--- src/sv/fcs_pkg.sv ---
// Shared types, address codes and ring helpers for the FAST-9 corner score block.
`default_nettype none
package fcs_pkg;

  localparam int RING_LEN   = 16;
  localparam int PIX_W      = 8;
  localparam int ARC_LEN    = 9;
  localparam int SEARCH_STEPS = 8;
  localparam logic [ARC_LEN-1:0] ARC_MASK = 9'h1FF;
  localparam logic [PIX_W-1:0]   MAX_LEVEL = 8'd255;

  // Configuration register select (paddr bit 2)
  localparam logic REG_THRESHOLD = 1'b0;
  localparam logic REG_MODE      = 1'b1;

  localparam logic [7:0] THRESHOLD_RST = 8'd10;
  localparam logic       MODE_RST      = 1'b1;

  typedef struct packed {
    logic [7:0]  center_pixel;
    logic [63:0] ring_first_half;
    logic [63:0] ring_second_half;
  } in_req_t;

  typedef struct packed {
    logic       is_corner;
    logic [7:0] strength;
  } out_res_t;

  // Per-item state carried through the search pipeline
  typedef struct packed {
    logic [7:0]   c;
    logic [127:0] ring;   // pixel k in bits 8k+7:8k
    logic [7:0]   ad0;
    logic [7:0]   ad4;
    logic [7:0]   ad8;
    logic [7:0]   ad12;
    logic [7:0]   lo_p;
    logic [7:0]   hi_p;
    logic [7:0]   lo_n;
    logic [7:0]   hi_n;
    logic         pos;
    logic         neg;
    logic         corner;
  } stage_t;

  function automatic logic [7:0] absdiff(input logic [7:0] a, input logic [7:0] b);
    absdiff = (a > b) ? (a - b) : (b - a);
  endfunction

  // True when any 9 circularly contiguous bits are set
  function automatic logic has_arc(input logic [RING_LEN-1:0] mask);
    logic [2*RING_LEN-1:0] dbl;
    logic hit;
    dbl = {mask, mask};
    hit = 1'b0;
    for (int i = 0; i < RING_LEN; i++) begin
      if (dbl[i +: ARC_LEN] == ARC_MASK) hit = 1'b1;
    end
    has_arc = hit;
  endfunction

  // Early reject against a trial threshold
  function automatic logic rejected(input stage_t s, input logic [7:0] t);
    rejected = ((s.ad0 < t) && (s.ad8 < t)) || ((s.ad4 < t) && (s.ad12 < t));
  endfunction

  // Brighter mask: p > c + t
  function automatic logic [RING_LEN-1:0] bright_mask(input logic [127:0] ring,
                                                       input logic [7:0] c,
                                                       input logic [7:0] t);
    logic [RING_LEN-1:0] m;
    logic [8:0] lim;
    lim = {1'b0, c} + {1'b0, t};
    for (int i = 0; i < RING_LEN; i++) begin
      m[i] = {1'b0, ring[PIX_W*i +: PIX_W]} > lim;
    end
    bright_mask = m;
  endfunction

  // Darker mask: p < c - t, written as p + t < c
  function automatic logic [RING_LEN-1:0] dark_mask(input logic [127:0] ring,
                                                     input logic [7:0] c,
                                                     input logic [7:0] t);
    logic [RING_LEN-1:0] m;
    for (int i = 0; i < RING_LEN; i++) begin
      m[i] = ({1'b0, ring[PIX_W*i +: PIX_W]} + {1'b0, t}) < {1'b0, c};
    end
    dark_mask = m;
  endfunction

endpackage
`default_nettype wire

--- src/sv/fcs_step.sv ---
// One registered step of the per-polarity threshold binary search.
`default_nettype none
module fcs_step
  import fcs_pkg::*;
(
  input  wire logic   clk,
  input  wire logic   rst_n,
  input  wire logic   vld_in,
  input  wire stage_t st_in,
  output logic        vld_out,
  output stage_t      st_out
);

  logic   vld_r;
  stage_t st_r;
  stage_t st_nxt;
  logic [7:0] mid_p;
  logic [7:0] mid_n;
  logic [8:0] sum_p;
  logic [8:0] sum_n;
  logic       pass_p;
  logic       pass_n;

  // Midpoints of each polarity's open interval
  always_comb begin
    sum_p = {1'b0, st_in.hi_p} + {1'b0, st_in.lo_p};
    sum_n = {1'b0, st_in.hi_n} + {1'b0, st_in.lo_n};
    mid_p = sum_p[8:1];
    mid_n = sum_n[8:1];
  end

  // Trial tests at the midpoints
  always_comb begin
    pass_p = !rejected(st_in, mid_p) && has_arc(bright_mask(st_in.ring, st_in.c, mid_p));
    pass_n = !rejected(st_in, mid_n) && has_arc(dark_mask(st_in.ring, st_in.c, mid_n));
  end

  // Narrow intervals still wider than one
  always_comb begin
    st_nxt = st_in;
    if ((st_in.hi_p - st_in.lo_p) > 8'd1) begin
      if (pass_p) st_nxt.lo_p = mid_p;
      else        st_nxt.hi_p = mid_p;
    end
    if ((st_in.hi_n - st_in.lo_n) > 8'd1) begin
      if (pass_n) st_nxt.lo_n = mid_n;
      else        st_nxt.hi_n = mid_n;
    end
  end

  always_ff @(posedge clk) begin
    if (!rst_n) vld_r <= 1'b0;
    else        vld_r <= vld_in;
  end

  always_ff @(posedge clk) begin
    st_r <= st_nxt;
  end

  assign vld_out = vld_r;
  assign st_out  = st_r;

endmodule
`default_nettype wire

--- config.mk ---
export PLATFORM = sky130hd
export DESIGN_NAME = fcs_step
export DESIGN_NICKNAME = d
export VERILOG_FILES = /design/src/sv/fcs_pkg.sv /design/src/sv/fcs_step.sv
export SDC_FILE = /design/constraint.sdc
export NUM_CORES = 1
export LEC_CHECK = 0
export BUFFER_PORTS_ARGS = -buffer_cell sky130_fd_sc_hd__buf_4
export CORE_UTILIZATION = 40
export DETAILED_ROUTE_END_ITERATION = 10
export GPL_ROUTABILITY_DRIVEN = 0
export PLACE_DENSITY = 0.6
export SLEW_MARGIN = 5
export SYNTH_ARGS = -nofsm -noshare
export SYNTH_HDL_FRONTEND = slang
export SYNTH_SLANG_ARGS = --single-unit
--- constraint.sdc ---
create_clock -name clk -period 17.9 [get_ports clk]
set_input_delay 1.79 -clock clk [delete_from_list [all_inputs] [get_ports clk]]
set_output_delay 1.79 -clock clk [all_outputs]
set_load 0.05 [all_outputs]
# Yosys cells after proc, flatten, opt, wreduce, memory -nomap -nowiden
# Cells that the tools add are included.
[totals]
regBits = 204
inputBits = 206
output_inout_bits = 204
wordCells = 157
[classes]
n_addsub = 21
magnitude_cmp = 42
eq_ne = 32
mux = 38
n_reduce_logical = 10
[ops]
columns = ["operator", "n"]
rows = [
  ["equality test 9 bit, second input constant", 32],
  ["adder 8 x 8 -> 9 bit", 19],
  ["greater-than comparator 8 x 9 -> 1 bit", 16],
  ["< comparator 9 x 8 -> 1 bit", 16],
  ["< comparator 8 bit", 8],
  ["2-to-1 mux 1 bit", 32],
  ["2-to-1 mux 16 bit", 2],
  ["2-to-1 mux 8 bit", 4],
  ["greater-than comparator 8 x 1 -> 1 bit, second input constant", 2],
  ["subtractor 8 bit", 2],
  ["logical AND 1 bit", 6],
  ["logical NOT 1 bit", 2],
  ["logical OR 1 bit", 2],
]

# Logic depth before layout (Yosys ltp)
[depth]
ltp_word = 23
mapped_depth = 28

# Worst setup path before layout
# OpenSTA, ideal clock, no wires.
[synth_timing]
path_type = "input to register"
start = "input st_in[3] (netlist bit)"
end = "register st_r (netlist bit st_out[11])"
setup_ns = 0.121
arrival_ns = 8.251
setup_slack_ns = 9.528
cell_stages = 19
n_path_buf = 0
path_cell_list = "ha_1 fa_1 xnor2_1 inv_1 fa_1 inv_1 a21oi_1 o21ai_0 a21oi_1 o21ai_0 xor2_1 ha_1 nand2_1 o221ai_1 a21oi_1 o21ai_0 nand4_1 o211ai_2 mux2_2"
[synth_lines]
columns = ["item", "line_no", "rtl"]
rows = [
  ["start, declared", "fcs_step.sv:9", "input wire stage_t st_in,"],
  ["end signal, assigned", "fcs_step.sv:57", "st_r <= st_nxt;"],
  ["end, declared", "fcs_step.sv:15", "stage_t st_r;"],
]

==> impl_metrics.env <==
export IMPL_synth_compound_area_frac=0.2280
export IMPL_power_density_mw_per_mm2=113.2
export IMPL_fillCellCount=4051
export IMPL_floorplan_core_area_sq_mm=0.04336
export IMPL_clk_root_buffer_cell="sky130_fd_sc_hd__clkbuf_16"
export IMPL_run_status="complete, no violations"
export IMPL_post_synth_and_or_nand_nor_area_fraction=0.09788
export IMPL_post_synth_instance_area_sq_mm=0.01772
export IMPL_ioPinCount=410
export IMPL_synth_mux_area_frac=0.01603
export IMPL_placedInstanceArea_sq_mm=0.02162
export IMPL_mostFrequentLayoutCells="sky130_fd_sc_hd__buf_4, sky130_fd_sc_hd__ha_1, sky130_fd_sc_hd__dfxtp_1"
export IMPL_grt_setup_unrepaired="no"
export IMPL_static_leakage_power_nw=11.56
export IMPL_share_comb_of_total_power=0.606
export IMPL_synth_top_family_by_area="adder cells"
export IMPL_cts_max_path_buffers=3
export IMPL_timing_hold_violations_final=0
export IMPL_share_seq_of_total_power=0.196
export IMPL_postSynthAreaPerCell_sq_um=9.242
export IMPL_hold_path_class="in -> reg"
export IMPL_cts_sink_count=204
export IMPL_wire_length_of_the_first_global_routing_pass_mm=91.22
export IMPL_routed_via_density=5.498
export IMPL_tritoncts_clock_tree="built"
export IMPL_dp_hpwl_mm=48.10
export IMPL_layout_cells_most_common="sky130_fd_sc_hd__buf_4"
export IMPL_portBuffers=409
export IMPL_post_route_drc_count=0
export IMPL_total_placed_cells_including_tap_cells=2907
export IMPL_synth_flop_cell="sky130_fd_sc_hd__dfxtp_1"
export IMPL_synth_async_reset_ratio=0
export IMPL_setup_worst_path_start_class="input pin"
export IMPL_yosys_warning_total=0
export IMPL_setup_ws_pre_cts_ps=9339
export IMPL_slew_headroom=0.1479
export IMPL_maxCapViolations=0
export IMPL_yosysUniqueCellTypes=80
export IMPL_period_minus_slack_ps=8162
export IMPL_grt_ovfl_total=0
export IMPL_critical_path_max_fanout=21
export IMPL_detailedRoute_firstPassIterationCount=5
export IMPL_starting_density=0.4086
export IMPL_antenna_violations_before_repair=1
export IMPL_cts_resized=0
export IMPL_final_setup_fails=0
export IMPL_setup_tns_ps=0
export IMPL_timing_final_max_slew_violations=0
export IMPL_cell_internal_pwr_mw=1.419
export IMPL_first_global_vias=16215
export IMPL_number_of_nets_in_the_finished_design=2999
export IMPL_drt_total_wl_mm=61.00
export IMPL_cts_buffers_inserted=23
export IMPL_die_width_um=212.5
export IMPL_cts_hold_buffers_added=0
export IMPL_timing_worst_setup_path_type="in -> reg"
export IMPL_max_freq_mhz=122.5
export IMPL_syn_instance_count=1917
export IMPL_ir_drop_v=0.00008064
export IMPL_synth_seq_cells=204
export IMPL_cp_data_arrival_time_ps=8590
export IMPL_detail_route_wl_per_cell_um=20.70
export IMPL_worst_setup_end_kind="register"
export IMPL_finalCritPeriodShare=0.4560
export IMPL_clk_transition_reported_paths_ps=60
export IMPL_die_height_um=212.5
export IMPL_synth_seq_area_share=0.2305
export IMPL_detail_route_antenna_nets=0
export IMPL_grt_max_degree=33
export IMPL_dr_first_iter_drc_count=927
export IMPL_cts_post_setup_buffers_inserted=0
export IMPL_globalRouteTotalUtil=0.2637
export IMPL_cts_htree_levels=1
export IMPL_max_slew_worst_pin_slew_ps=1269
export IMPL_post_route_worst_setup_slack_ps=9738
export IMPL_switchingPower_mw=1.120
export IMPL_power_switching_share=0.4410
export IMPL_die_area_sq_mm=0.04514
export IMPL_synth_xor_area_frac=0.06130
export IMPL_placement_rows=76
export IMPL_synth_edff_count=0
export IMPL_share_clk_of_total_power=0.199
export IMPL_instances_no_fill=2947
export IMPL_layout_drive_gt1_share=0.2198
export IMPL_synth_fp_nets=2569
export IMPL_finish_instance_area_sq_mm=0.02242
export IMPL_layout_area_overhead_vs_synth_pct=26.54
export IMPL_route_vias_total=16203
export IMPL_required_ps=18320
export IMPL_post_synth_fa_ha_maj_area_fraction=0.3256
[state kept, by name, indices dropped and copies added (netlist names)]
name and count:
st_out 203, vld_out 1
[critical path, cell delays in order]
cell,delay [ps]
sky130_fd_sc_hd__buf_4,120
sky130_fd_sc_hd__ha_1,220
sky130_fd_sc_hd__fa_1,420
sky130_fd_sc_hd__a21oi_1,160
sky130_fd_sc_hd__nor2_1,50
sky130_fd_sc_hd__nor2_1,160
sky130_fd_sc_hd__nor2_1,60
sky130_fd_sc_hd__nor2_1,100
sky130_fd_sc_hd__nor2_1,50
sky130_fd_sc_hd__nor2_1,160
sky130_fd_sc_hd__xnor2_1,150
sky130_fd_sc_hd__ha_1,850
sky130_fd_sc_hd__inv_1,540
sky130_fd_sc_hd__xnor2_1,1140
sky130_fd_sc_hd__a32oi_1,270
sky130_fd_sc_hd__a31oi_1,260
sky130_fd_sc_hd__o22ai_1,150
sky130_fd_sc_hd__a2111oi_2,560
sky130_fd_sc_hd__nand3_1,130
sky130_fd_sc_hd__o22ai_1,190
sky130_fd_sc_hd__nor4_2,150
sky130_fd_sc_hd__nor3_4,490
sky130_fd_sc_hd__mux2_2,400
[cells in the mapped netlist, types with 11 or more instances]
cell type / number / area (sq um)
sky130_fd_sc_hd__a211oi_1: 21 / 157.7
sky130_fd_sc_hd__a21o_1: 134 / 1006
sky130_fd_sc_hd__a21oi_1: 154 / 770.7
sky130_fd_sc_hd__and3_1: 29 / 181.4
sky130_fd_sc_hd__clkbuf_1: 14 / 52.55
sky130_fd_sc_hd__dfxtp_1: 204 / 4084
sky130_fd_sc_hd__fa_1: 21 / 420.4
sky130_fd_sc_hd__ha_1: 425 / 5318
sky130_fd_sc_hd__inv_1: 152 / 570.6
sky130_fd_sc_hd__mux2_2: 11 / 123.9
sky130_fd_sc_hd__mux2i_1: 16 / 160.2
sky130_fd_sc_hd__nand2_1: 66 / 247.7
sky130_fd_sc_hd__nand2b_1: 36 / 225.2
sky130_fd_sc_hd__nand3_1: 38 / 190.2
sky130_fd_sc_hd__nor2_1: 71 / 266.5
sky130_fd_sc_hd__nor2b_1: 36 / 225.2
sky130_fd_sc_hd__nor3_1: 22 / 110.1
sky130_fd_sc_hd__o2111ai_1: 12 / 105.1
sky130_fd_sc_hd__o211ai_1: 15 / 112.6
sky130_fd_sc_hd__o21a_1: 14 / 105.1
sky130_fd_sc_hd__o21ai_0: 87 / 435.4
sky130_fd_sc_hd__o21bai_1: 31 / 232.7
sky130_fd_sc_hd__o22ai_1: 11 / 68.82
sky130_fd_sc_hd__o31ai_1: 13 / 97.59
sky130_fd_sc_hd__xnor2_1: 84 / 735.7
sky130_fd_sc_hd__xor2_1: 40 / 350.3
[area by class of cell]
type / instances / area [sq um] / share of cell area
repair buffers: 433 / 3251 / 0.1450
multi-input cells: 1533 / 12980 / 0.5790
flip-flops and latches: 204 / 4084 / 0.1822
clock buffers: 30 / 641.9 / 0.02863
clock inverters: 9 / 156.4 / 0.006976
inverters: 152 / 570.5 / 0.02545
diodes: 1 / 2.502 / 0.0001116
well taps: 585 / 732.0 / 0.03265
[layer usage]
layer	GRT usage	share of wire	up-vias
li1	-	-	7887
met1	0.3321	0.43	7624
met2	0.4573	0.47	586
met3	0.04623	0.070	104
met4	0.07492	0.026	2
met5	0	0.00018	-
[logic make-up after synthesis]
logic type | count (synthesis)
AO/OA/AOI/OAI | 597
XOR/XNOR | 124
adder cells (fa/ha/maj) | 449
buffers and inverters | 180
flip-flops | 204
multiplexers | 27
AND/OR/NAND/NOR | 336
[power by group through the flow]
stage | combinational, mW | sequential, mW | clock [mW]
6_report | 1.54 | 0.496 | 0.504
5_1_grt | 1.70 | 0.499 | 0.535
4_1_cts | 1.53 | 0.497 | 0.518
3_5_place_dp | 1.52 | 0.506 | 0
3_3_place_gp | 1.47 | 0.506 | 0
2_1_floorplan | 0.973 | 0.618 | 0
[stage by stage]
| step | power (mW) | hold WS (ps) | utilization |
|---|---|---|---|
| final | 2.539 | 1352 | 0.5170 |
| after global routing | 2.737 | 1322 | 0.5170 |
| after CTS | 2.540 | 1312 | 0.5170 |
| after detailed placement | 2.022 | 1896 | 0.4986 |
| after global placement | 1.977 | 1894 | 0.4986 |
| after floorplan | 1.590 | 1818 | - |
[path summary, 6_finish.rpt]
check	from	slack, ps	depth (start not counted)	to
min	st_in[2]	1350	1	st_out[2]
max	st_in[19]	9740	23	st_out[34]
(Power assumes the default switching activity.)
